--- src/rtl/core/htsp_pkg.sv ---
// Package for the HTML tag stripper: result types, character constants and
// the opener / end-marker lookup functions. No dependencies.
package htsp_pkg;

  localparam int unsigned FifoDepth = 4;
  localparam int unsigned PtrW      = $clog2(FifoDepth);
  localparam int unsigned CntW      = $clog2(FifoDepth + 1);
  localparam int unsigned AddrW     = 3;
  localparam int unsigned DataW     = 32;

  localparam logic [7:0] CharLt    = 8'h3C;
  localparam logic [7:0] CharGt    = 8'h3E;
  localparam logic [7:0] CharSlash = 8'h2F;
  localparam logic [7:0] CharDash  = 8'h2D;
  localparam logic [7:0] CharNul   = 8'h00;

  localparam logic [1:0] IdxScript  = 2'd0;
  localparam logic [1:0] IdxStyle   = 2'd1;
  localparam logic [1:0] IdxComment = 2'd2;

  localparam logic [AddrW-1:0] RegSeparate = 3'd0;

  typedef struct packed {
    logic [7:0] out_byte;
    logic       byte_valid;
    logic       doc_done;
    logic       run_last;
  } htsp_res_t;

  typedef struct packed {
    logic [1:0] cnt;
    htsp_res_t  res0;
    htsp_res_t  res1;
  } htsp_pair_t;

  function automatic logic [2:0] open_len(input logic [1:0] idx);
    case (idx)
      IdxScript: open_len = 3'd6;
      IdxStyle:  open_len = 3'd5;
      default:   open_len = 3'd3;
    endcase
  endfunction

  function automatic logic [3:0] close_len(input logic [1:0] idx);
    case (idx)
      IdxScript: close_len = 4'd8;
      IdxStyle:  close_len = 4'd7;
      default:   close_len = 4'd3;
    endcase
  endfunction

  // "script", "style", "!--"
  function automatic logic [7:0] open_char(input logic [1:0] idx, input logic [2:0] pos);
    logic [7:0] ch;
    ch = CharNul;
    case (idx)
      IdxScript: begin
        case (pos)
          3'd0: ch = 8'h73;
          3'd1: ch = 8'h63;
          3'd2: ch = 8'h72;
          3'd3: ch = 8'h69;
          3'd4: ch = 8'h70;
          3'd5: ch = 8'h74;
          default: ch = CharNul;
        endcase
      end
      IdxStyle: begin
        case (pos)
          3'd0: ch = 8'h73;
          3'd1: ch = 8'h74;
          3'd2: ch = 8'h79;
          3'd3: ch = 8'h6C;
          3'd4: ch = 8'h65;
          default: ch = CharNul;
        endcase
      end
      default: begin
        case (pos)
          3'd0: ch = 8'h21;
          3'd1: ch = CharDash;
          3'd2: ch = CharDash;
          default: ch = CharNul;
        endcase
      end
    endcase
    return ch;
  endfunction

  // "/script>", "/style>", "-->"
  function automatic logic [7:0] close_char(input logic [1:0] idx, input logic [3:0] pos);
    logic [7:0] ch;
    ch = CharNul;
    case (idx)
      IdxScript: begin
        case (pos)
          4'd0: ch = CharSlash;
          4'd1: ch = 8'h73;
          4'd2: ch = 8'h63;
          4'd3: ch = 8'h72;
          4'd4: ch = 8'h69;
          4'd5: ch = 8'h70;
          4'd6: ch = 8'h74;
          4'd7: ch = CharGt;
          default: ch = CharNul;
        endcase
      end
      IdxStyle: begin
        case (pos)
          4'd0: ch = CharSlash;
          4'd1: ch = 8'h73;
          4'd2: ch = 8'h74;
          4'd3: ch = 8'h79;
          4'd4: ch = 8'h6C;
          4'd5: ch = 8'h65;
          4'd6: ch = CharGt;
          default: ch = CharNul;
        endcase
      end
      default: begin
        case (pos)
          4'd0: ch = CharDash;
          4'd1: ch = CharDash;
          4'd2: ch = CharGt;
          default: ch = CharNul;
        endcase
      end
    endcase
    return ch;
  endfunction

  // lowest set candidate wins
  function automatic logic [1:0] cand_index(input logic [2:0] cand);
    if (cand[0]) return IdxScript;
    if (cand[1]) return IdxStyle;
    return IdxComment;
  endfunction

endpackage

--- src/rtl/core/htsp_in_if.sv ---
// Input request channel of the HTML tag stripper: valid/ready plus one byte.
// No dependencies.
interface htsp_in_if;
  logic       valid;
  logic       ready;
  logic [7:0] in_byte;
  logic       doc_last;

  modport source (output valid, output in_byte, output doc_last, input ready);
  modport sink   (input valid, input in_byte, input doc_last, output ready);
endinterface

--- src/rtl/core/htsp_out_if.sv ---
// Result request channel of the HTML tag stripper: valid/ready plus one
// result item. No dependencies.
interface htsp_out_if;
  logic       valid;
  logic       ready;
  logic [7:0] out_byte;
  logic       byte_valid;
  logic       doc_done;
  logic       run_last;

  modport source (output valid, output out_byte, output byte_valid, output doc_done,
                  output run_last, input ready);
  modport sink   (input valid, input out_byte, input byte_valid, input doc_done,
                  input run_last, output ready);
endinterface

--- src/rtl/core/htsp_parser.sv ---
// Markup parser state machine: classifies one byte per advance and forms its
// zero, one or two result items. Depends on htsp_pkg.
module htsp_parser (
  input  logic                clk,
  input  logic                rst_n,
  input  logic                advance,
  input  logic [7:0]          cur_byte,
  input  logic                cur_last,
  input  logic                separate_mode,
  output htsp_pkg::htsp_pair_t pair
);
  import htsp_pkg::*;

  typedef enum logic [2:0] {
    ModeText  = 3'd0,
    ModeOpen  = 3'd1,
    ModeTag   = 3'd2,
    ModeSkip  = 3'd3,
    ModeDrain = 3'd4
  } mode_t;

  mode_t      mode_r,   mode_nxt;
  logic [2:0] opos_r,   opos_nxt;
  logic [2:0] cand_r,   cand_nxt;
  logic [3:0] cpos_r,   cpos_nxt;
  logic       in_run_r, in_run_nxt;

  logic [2:0] keep;
  logic [1:0] kidx;
  logic [1:0] sidx;
  logic [3:0] p;
  logic [3:0] p_inc;

  always_comb begin
    mode_nxt   = mode_r;
    opos_nxt   = opos_r;
    cand_nxt   = cand_r;
    cpos_nxt   = cpos_r;
    in_run_nxt = in_run_r;
    pair       = '0;
    keep       = '0;
    kidx       = cand_index(3'd0);
    sidx       = cand_index(cand_r);
    p          = cpos_r;
    p_inc      = '0;

    unique case (mode_r)
      ModeOpen: begin
        if (cur_byte == CharNul) begin
          mode_nxt = ModeDrain;
        end else if (cur_byte == CharGt) begin
          mode_nxt = ModeText;
        end else begin
          for (int i = 0; i < 3; i++) begin
            keep[i] = cand_r[i] && (opos_r < open_len(2'(i))) &&
                      (open_char(2'(i), opos_r) == cur_byte);
          end
          cand_nxt = keep;
          kidx     = cand_index(keep);
          if (keep == 3'd0) begin
            mode_nxt = ModeTag;
          end else if (3'(opos_r + 3'd1) == open_len(kidx)) begin
            mode_nxt = ModeSkip;
            cand_nxt = 3'(3'd1 << kidx);
            cpos_nxt = (kidx == IdxComment) ? 4'd2 : 4'd0;
          end else begin
            opos_nxt = 3'(opos_r + 3'd1);
          end
        end
      end
      ModeTag: begin
        if (cur_byte == CharNul) begin
          mode_nxt = ModeDrain;
        end else if (cur_byte == CharGt) begin
          mode_nxt = ModeText;
        end
      end
      ModeSkip: begin
        if (cur_byte == CharNul) begin
          mode_nxt = ModeDrain;
        end else begin
          if (p >= close_len(sidx)) p = 4'd0;
          p_inc = 4'(p + 4'd1);
          if (close_char(sidx, p) == cur_byte) begin
            if (p_inc == close_len(sidx)) begin
              mode_nxt = ModeText;
              cpos_nxt = 4'd0;
            end else begin
              cpos_nxt = p_inc;
            end
          end else if (sidx == IdxComment && p == 4'd2 && cur_byte == CharDash) begin
            cpos_nxt = 4'd2;
          end else begin
            cpos_nxt = (close_char(sidx, 4'd0) == cur_byte) ? 4'd1 : 4'd0;
          end
        end
      end
      ModeDrain: begin
      end
      default: begin
        if (cur_byte == CharNul) begin
          mode_nxt   = ModeDrain;
          in_run_nxt = 1'b0;
        end else if (cur_byte == CharLt) begin
          mode_nxt   = ModeOpen;
          opos_nxt   = 3'd0;
          cand_nxt   = 3'b111;
          in_run_nxt = 1'b0;
        end else begin
          mode_nxt   = ModeText;
          in_run_nxt = 1'b1;
          if (separate_mode && !in_run_r) begin
            pair.cnt             = 2'd2;
            pair.res0.out_byte   = CharSlash;
            pair.res0.byte_valid = 1'b1;
            pair.res1.out_byte   = cur_byte;
            pair.res1.byte_valid = 1'b1;
            pair.res1.run_last   = 1'b1;
          end else begin
            pair.cnt             = 2'd1;
            pair.res0.out_byte   = cur_byte;
            pair.res0.byte_valid = 1'b1;
            pair.res0.run_last   = 1'b1;
          end
        end
      end
    endcase

    if (cur_last) begin
      if (pair.cnt == 2'd0) begin
        pair.cnt           = 2'd1;
        pair.res0.run_last = 1'b1;
      end
      pair.res0.doc_done = 1'b1;
      pair.res1.doc_done = 1'b1;
      mode_nxt   = ModeText;
      opos_nxt   = 3'd0;
      cand_nxt   = 3'b111;
      cpos_nxt   = 4'd0;
      in_run_nxt = 1'b0;
    end
  end

  always_ff @(posedge clk) begin
    if (!rst_n) begin
      mode_r   <= ModeText;
      opos_r   <= 3'd0;
      cand_r   <= 3'b111;
      cpos_r   <= 4'd0;
      in_run_r <= 1'b0;
    end else if (advance) begin
      mode_r   <= mode_nxt;
      opos_r   <= opos_nxt;
      cand_r   <= cand_nxt;
      cpos_r   <= cpos_nxt;
      in_run_r <= in_run_nxt;
    end
  end

endmodule

--- src/rtl/core/htsp_out_fifo.sv ---
// Result queue: takes up to two result items per cycle, hands out one.
// Depends on htsp_pkg.
module htsp_out_fifo (
  input  logic                          clk,
  input  logic                          rst_n,
  input  logic [1:0]                    push_cnt,
  input  htsp_pkg::htsp_res_t           push0,
  input  htsp_pkg::htsp_res_t           push1,
  input  logic                          pop,
  output htsp_pkg::htsp_res_t           head,
  output logic [htsp_pkg::CntW-1:0]     count
);
  import htsp_pkg::*;

  htsp_res_t       mem_r [FifoDepth];
  logic [PtrW-1:0] wr_ptr_r, wr_ptr_nxt;
  logic [PtrW-1:0] rd_ptr_r, rd_ptr_nxt;
  logic [CntW-1:0] count_r,  count_nxt;
  logic [PtrW-1:0] wr_ptr_p1;

  assign wr_ptr_p1  = PtrW'(wr_ptr_r + 1'b1);
  assign wr_ptr_nxt = PtrW'(wr_ptr_r + push_cnt);
  assign rd_ptr_nxt = PtrW'(rd_ptr_r + pop);
  assign count_nxt  = CntW'(count_r + CntW'(push_cnt) - CntW'(pop));
  assign head       = mem_r[rd_ptr_r];
  assign count      = count_r;

  always_ff @(posedge clk) begin
    if (push_cnt != 2'd0) mem_r[wr_ptr_r] <= push0;
    if (push_cnt == 2'd2) mem_r[wr_ptr_p1] <= push1;
  end

  always_ff @(posedge clk) begin
    if (!rst_n) begin
      wr_ptr_r <= '0;
      rd_ptr_r <= '0;
      count_r  <= '0;
    end else begin
      wr_ptr_r <= wr_ptr_nxt;
      rd_ptr_r <= rd_ptr_nxt;
      count_r  <= count_nxt;
    end
  end

endmodule

--- src/rtl/core/html_tag_stripper.sv ---
// HTML tag stripper top level: input register, parser, result queue, APB register.
// Depends on htsp_pkg, htsp_in_if, htsp_out_if, htsp_parser, htsp_out_fifo.
//
// Takes one document byte per cycle while the input is not stalled and returns
// the text outside markup; script, style and comment blocks are dropped up to
// their end markers. Each accepted byte is registered, parsed combinationally
// and its results (zero, one or two) written into a four-entry result queue,
// so bytes stream at one per cycle while each causes at most one result and
// the receiver keeps up. A byte that opens a text run in separate mode causes
// two results (slash and byte); the queue absorbs the extra one. The input stalls
// only when the queue lacks room for the registered byte's results. Register 0 at
// byte address 0 holds separate_mode; write it only while the block is idle.
module html_tag_stripper (
  input  logic                          clk,
  input  logic                          rst_n,
  htsp_in_if.sink                       in_ch,
  htsp_out_if.source                    out_ch,
  input  logic                          psel,
  input  logic                          penable,
  input  logic                          pwrite,
  input  logic [htsp_pkg::AddrW-1:0]    paddr,
  input  logic [htsp_pkg::DataW-1:0]    pwdata,
  output logic [htsp_pkg::DataW-1:0]    prdata,
  output logic                          pready
);
  import htsp_pkg::*;

  logic            s1_valid_r;
  logic [7:0]      s1_byte_r;
  logic            s1_last_r;
  logic            sep_r;
  logic            s1_fire;
  logic            in_take;
  logic            pop;
  logic            reg_hit;
  logic [CntW-1:0] q_count;
  logic [CntW-1:0] q_free;
  htsp_pair_t      pair;
  htsp_res_t       head;

  assign reg_hit = (paddr[AddrW-1:2] == RegSeparate[AddrW-1:2]);
  assign pready  = 1'b1;
  assign prdata  = reg_hit ? {{(DataW-1){1'b0}}, sep_r} : '0;

  assign q_free       = CntW'(FifoDepth) - q_count;
  assign s1_fire      = s1_valid_r && (CntW'(pair.cnt) <= q_free);
  assign in_ch.ready  = !s1_valid_r || s1_fire;
  assign in_take      = in_ch.valid && in_ch.ready;

  htsp_parser u_parser (
    .clk           (clk),
    .rst_n         (rst_n),
    .advance       (s1_fire),
    .cur_byte      (s1_byte_r),
    .cur_last      (s1_last_r),
    .separate_mode (sep_r),
    .pair          (pair)
  );

  htsp_out_fifo u_fifo (
    .clk      (clk),
    .rst_n    (rst_n),
    .push_cnt (s1_fire ? pair.cnt : 2'd0),
    .push0    (pair.res0),
    .push1    (pair.res1),
    .pop      (pop),
    .head     (head),
    .count    (q_count)
  );

  assign out_ch.valid      = (q_count != '0);
  assign out_ch.out_byte   = head.out_byte;
  assign out_ch.byte_valid = head.byte_valid;
  assign out_ch.doc_done   = head.doc_done;
  assign out_ch.run_last   = head.run_last;
  assign pop               = out_ch.valid && out_ch.ready;

  always_ff @(posedge clk) begin
    if (!rst_n) begin
      s1_valid_r <= 1'b0;
      sep_r      <= 1'b0;
    end else begin
      if (in_take) begin
        s1_valid_r <= 1'b1;
      end else if (s1_fire) begin
        s1_valid_r <= 1'b0;
      end
      if (psel && penable && pwrite && reg_hit) begin
        sep_r <= pwdata[0];
      end
    end
  end

  always_ff @(posedge clk) begin
    if (in_take) begin
      s1_byte_r <= in_ch.in_byte;
      s1_last_r <= in_ch.doc_last;
    end
  end

  a_queue_bound: assert property (@(posedge clk) disable iff (!rst_n)
    q_count <= CntW'(FifoDepth))
    else $error("result queue overfilled");

  a_last_has_result: assert property (@(posedge clk) disable iff (!rst_n)
    (s1_fire && s1_last_r) |-> (pair.cnt != 2'd0))
    else $error("final byte produced no result");

  a_pair_order: assert property (@(posedge clk) disable iff (!rst_n)
    (s1_fire && pair.cnt == 2'd2) |-> (!pair.res0.run_last && pair.res1.run_last &&
                                       pair.res0.out_byte == CharSlash))
    else $error("two-result item misordered");

  a_cfg_write: assert property (@(posedge clk) disable iff (!rst_n)
    (psel && penable && pwrite && reg_hit) |=> (sep_r == $past(pwdata[0])))
    else $error("separate_mode write lost");

endmodule

--- src/flat_wrapper.sv ---
// flat-port wrapper written by rule: the top's interface ports become plain ports
module html_tag_stripper_flat import htsp_pkg::*;
  (clk, rst_n, psel, penable, pwrite, paddr, pwdata, prdata, pready, in_ch_valid, in_ch_in_byte, in_ch_doc_last, in_ch_ready, out_ch_valid, out_ch_out_byte, out_ch_byte_valid, out_ch_doc_done, out_ch_run_last, out_ch_ready);
  htsp_in_if in_ch_i ();
  htsp_out_if out_ch_i ();
  input  logic clk;
  input  logic rst_n;
  input  logic psel;
  input  logic penable;
  input  logic pwrite;
  input  logic [htsp_pkg::AddrW-1:0] paddr;
  input  logic [htsp_pkg::DataW-1:0] pwdata;
  output logic [htsp_pkg::DataW-1:0] prdata;
  output logic pready;
  input wire logic [$bits(in_ch_i.valid)-1:0] in_ch_valid;
  input wire logic [$bits(in_ch_i.in_byte)-1:0] in_ch_in_byte;
  input wire logic [$bits(in_ch_i.doc_last)-1:0] in_ch_doc_last;
  output wire logic [$bits(in_ch_i.ready)-1:0] in_ch_ready;
  output wire logic [$bits(out_ch_i.valid)-1:0] out_ch_valid;
  output wire logic [$bits(out_ch_i.out_byte)-1:0] out_ch_out_byte;
  output wire logic [$bits(out_ch_i.byte_valid)-1:0] out_ch_byte_valid;
  output wire logic [$bits(out_ch_i.doc_done)-1:0] out_ch_doc_done;
  output wire logic [$bits(out_ch_i.run_last)-1:0] out_ch_run_last;
  input wire logic [$bits(out_ch_i.ready)-1:0] out_ch_ready;
  assign in_ch_i.valid = in_ch_valid;
  assign in_ch_i.in_byte = in_ch_in_byte;
  assign in_ch_i.doc_last = in_ch_doc_last;
  assign in_ch_ready = in_ch_i.ready;
  assign out_ch_valid = out_ch_i.valid;
  assign out_ch_out_byte = out_ch_i.out_byte;
  assign out_ch_byte_valid = out_ch_i.byte_valid;
  assign out_ch_doc_done = out_ch_i.doc_done;
  assign out_ch_run_last = out_ch_i.run_last;
  assign out_ch_i.ready = out_ch_ready;
  html_tag_stripper u_core (.clk(clk), .rst_n(rst_n), .in_ch(in_ch_i), .out_ch(out_ch_i), .psel(psel), .penable(penable), .pwrite(pwrite), .paddr(paddr), .pwdata(pwdata), .prdata(prdata), .pready(pready));
endmodule
--- config.mk ---
export PLATFORM = sky130hd
export DESIGN_NAME = html_tag_stripper_flat
export DESIGN_NICKNAME = d
export VERILOG_FILES = /design/src/rtl/core/htsp_pkg.sv /design/src/rtl/core/htsp_in_if.sv /design/src/rtl/core/htsp_out_if.sv /design/src/rtl/core/htsp_parser.sv /design/src/rtl/core/htsp_out_fifo.sv /design/src/rtl/core/html_tag_stripper.sv /design/src/flat_wrapper.sv
export SDC_FILE = /design/constraint.sdc
export NUM_CORES = 1
export LEC_CHECK = 0
export BUFFER_PORTS_ARGS = -buffer_cell sky130_fd_sc_hd__buf_2
export CAP_MARGIN = 10
export CORE_MARGIN = 2
export CORE_UTILIZATION = 58
export CTS_BUF_LIST = sky130_fd_sc_hd__clkbuf_8
export DETAILED_ROUTE_END_ITERATION = 7
export HOLD_SLACK_MARGIN = 0.02
export PLACE_DENSITY_LB_ADDON = 0.25
export SLEW_MARGIN = 10
export SYNTH_ARGS = -nofsm -noshare
export SYNTH_HDL_FRONTEND = slang
export SYNTH_SLANG_ARGS = --single-unit
export TNS_END_PERCENT = 1
--- constraint.sdc ---
create_clock -name clk -period 6.21 [get_ports clk]
set_input_delay 0.3105 -clock clk [delete_from_list [all_inputs] [get_ports clk]]
set_output_delay 0.3105 -clock clk [all_outputs]
set_load 0.01 [all_outputs]
==> impl_metrics.ini <==
[die]
core-area_um2 = 8720
dieWidth_um = 99.0
start_util_pct = 60.0
dieArea_um2 = 9800
num_io_pins = 97
num_rows = 34
dieHeight_um = 99.0

[global_routing]
grt.overflow.total = 0
antenna_found_initial = 0
grt_use_total_pct = 22.9
grt_pass1_vias = 3738
grt_pass1_wl_um = 17800
grt_max_degree = 29

[sta]
worst_pin_slew_ns = 1.14
finalHoldViolCount = 0
fin_crit_sh_pct = 81.6
final-setup-viol-count = 0
fin_worst_skew_ns = 0.0112
max_freq_ghz = 0.197
worst_hold_slack_ns = 0.127
fin_ws_ns = 1.14
maxSlewViolCount = 0
tns_ns = 0
fin_crit_ns = 5.07
rsz0062_at_grt = no
relSlewSlack_pct = 24.1

[yosys]
synthArstFlopShare_pct = 0
yosysSeqAreaShare_pct = 39.2
synth_compound_area_share_pct = 13.1
ys_ff_latch = 76
synth_flop_cell = edfxtp_1
synthXorXnorAreaFrac_pct = 3.35
yosys_warnings = 0
syn_area_per_cell_um2 = 9.56
synth-edff-count = 53
synth_top_area_share_pct = 30.4
synth-simple-area-share_pct = 21.6
synth_top_family_by_area = simple AND/OR/NAND/NOR gates
yosys.area.top_type = edfxtp_1
syn_inst = 547
synth_mux_area_share_pct = 6.51
ys_types = 75
synth-adder-area-share_pct = 6.12
yosys-top-cells-area = edfxtp_1 30%, dfxtp_1 8.8%, ha_1 5.7%
synth_area_um2 = 5230

[finish]
nets = 636
utilization_pct = 62.4
drive_gt1_share_pct = 13.6
fillers = 736
fin_cells = 673
mostFrequentLayoutCell = nand2_1
most-common-layout-cells = 67 x nand2_1, 53 x edfxtp_1, 36 x nor2_1
fin_area_um2 = 5440
antennaDiodeCount = 0
area_growth_syn_to_layout_pct = 4.07

[route]
drt_iter0_drc = 152
vias = 3925
drt.antenna.violating_nets = 0
vias_per_cell = 5.83
first_pass_iters = 4
route.detailed.drc = 0
wl_um = 11200
drt-wirelength-per-cell_um = 16.6

[pwr]
clkPwrFrac_pct = 27.5
combPwrFrac_pct = 27.0
p_leak_nw = 2.07
seqPwrFrac_pct = 45.5
powerDensity_nw_per_um2 = 275
p_int_mw = 1.03
power_mw = 1.50
power.share.switching_pct = 31.4
p_sw_mw = 0.470
irDropWorstVdd_mv = 0.122

[critical_path]
worstPathArrival_ns = 5.31
path_delay_family = simple AND/OR/NAND/NOR gates
crit_path_max_fanout = 12
crit-reg2reg-launch = u_core.s1_byte_r[6]
reg2reg_to = u_core.u_fifo.count[2]
end_kind = flip-flop
cpPeakStageDelay_ns = 0.56
crit_type = flip-flop to flip-flop
critPathSlowestCell = edfxtp_1
crit_chain = or2_2, nor4_1, or3_1, inv_1, and2_1, or2_2, ha_1, nand2_1, o211ai_1, and2_2, nand2_1, ha_1, fa_1, xnor2_1, xnor2_1, and2_1
path_buf_inv = 1
reg2reg_slack_ns = 1.14
startpoint_type = flip-flop
crit_required_ns = 6.45
r2r_cells = 16

[cts]
cts_max_level = 3
cts_sinks = 76
cts_setup_buffers = 0
post_cts_resized = 0
cts_tree = built
path_clk_slew_ns = 0.09
clockBufferDepth = 2
clock-root-buffer = clkbuf_8
clkLatencyLatePin_ns = 0.35
hold_buffers = 0
cts_buffers = 9

[worst_hold_path]
hold_start = in_ch_doc_last
whs_endpoint = u_core.s1_last_r
holdPathStages = 1
min_path_type = input pin to flip-flop

[place]
dp.cells = 657
gp_congestion = 0.862
io_buffer_count = 31
dp_slack_ns = 1.18
place_hpwl_um = 8090
place_area_um2 = 5230

[outcome]
outcome = completed

[flow_run]
maxCapViolations = 0
-- power groups by stage --
stage,Sequential (mW),Clock (mW),Combinational (mW)
floorplan,0.638,0,0.364
global placement,0.689,0,0.393
detailed placement,0.696,0,0.408
CTS,0.685,0.417,0.410
global route,0.693,0.436,0.452
finish,0.681,0.412,0.405
-- cells in the mapped netlist (all sizes together), types with 3 or more instances --
| master | number |
|---|---|
| nand2 | 67 |
| edfxtp | 53 |
| buf | 45 |
| nor2 | 36 |
| inv | 26 |
| ha | 24 |
| dfxtp | 23 |
| o21ai | 22 |
| and2 | 20 |
| a21oi | 19 |
| clkbuf | 15 |
| nand3 | 15 |
| nor2b | 13 |
| xnor2 | 13 |
| mux4 | 11 |
| nor3 | 11 |
| nand2b | 8 |
| and3 | 7 |
| mux2i | 7 |
| or2 | 7 |
| or3 | 7 |
| xor2 | 7 |
| a31oi | 6 |
| nand4 | 6 |
| a21boi | 5 |
| a211oi | 4 |
| a221oi | 4 |
| and2b | 4 |
| nand3b | 4 |
| nor4 | 4 |
| o211ai | 4 |
| o21a | 4 |
| o31ai | 4 |
| nor3b | 3 |
| o2111ai | 3 |
| o22ai | 3 |
-- worst max-delay path by stage --
stage / start / cells past startpoint / endpoint
3_3_place_gp: u_core.s1_byte_r[6] / 16 / u_core.u_fifo.count[2]
2_1_floorplan: u_core.s1_byte_r[6] / 20 / u_core.u_fifo.count[2]
5_1_grt: u_core.u_parser.cand_r[0] / 16 / u_core.u_parser.cpos_r[0]
4_1_cts: u_core.s1_byte_r[6] / 16 / u_core.u_fifo.count[2]
3_5_place_dp: u_core.s1_byte_r[6] / 16 / u_core.u_fifo.count[2]
6_report: u_core.s1_byte_r[6] / 16 / u_core.u_fifo.count[2]
-- flip-flops by register name, summed over array words and instances (netlist names) --
register,flops
u_core.s1_byte_r,8
u_core.s1_last_r,1
u_core.s1_valid_r,1
u_core.sep_r,1
u_core.u_fifo.count,3
u_core.u_fifo.mem_r,44
u_core.u_fifo.rd_ptr_r,2
u_core.u_fifo.wr_ptr_r,2
u_core.u_parser.cand_r,3
u_core.u_parser.cpos_r,4
u_core.u_parser.in_run_r,1
u_core.u_parser.mode_r,3
u_core.u_parser.opos_r,3
-- logic make-up after synthesis --
logic type / after synthesis
flops: 76
buf+inv: 88
simple gates: 220
mux: 20
xor+xnor: 20
fa+ha+maj: 25
compound gates: 96
other cells: 2
-- metal layers --
layer / share of wire [%] / track usage [%] / routed length [µm] / vias up
met4: 1.8 / 7.59 / 197 / 0
met3: 4.6 / 4.33 / 509 / 14
met2: 52 / 41.4 / 5790 / 113
met1: 42 / 27.2 / 4660 / 1891
li1: - / - / - / 1907
met5: 0 / 0 / 0 / -
-- cell type report --
cell class              count  area [µm²]  share of cell area (%)
well taps                 108         135                    2.48
multi-input cells         413        2770                    50.9
flip-flops and latches     76        2050                    37.7
repair buffers             33         170                    3.13
clock buffers               9         124                    2.28
inverters                  27         101                    1.86
clock inverters             7        91.3                    1.68
(Power assumes the default switching activity.)
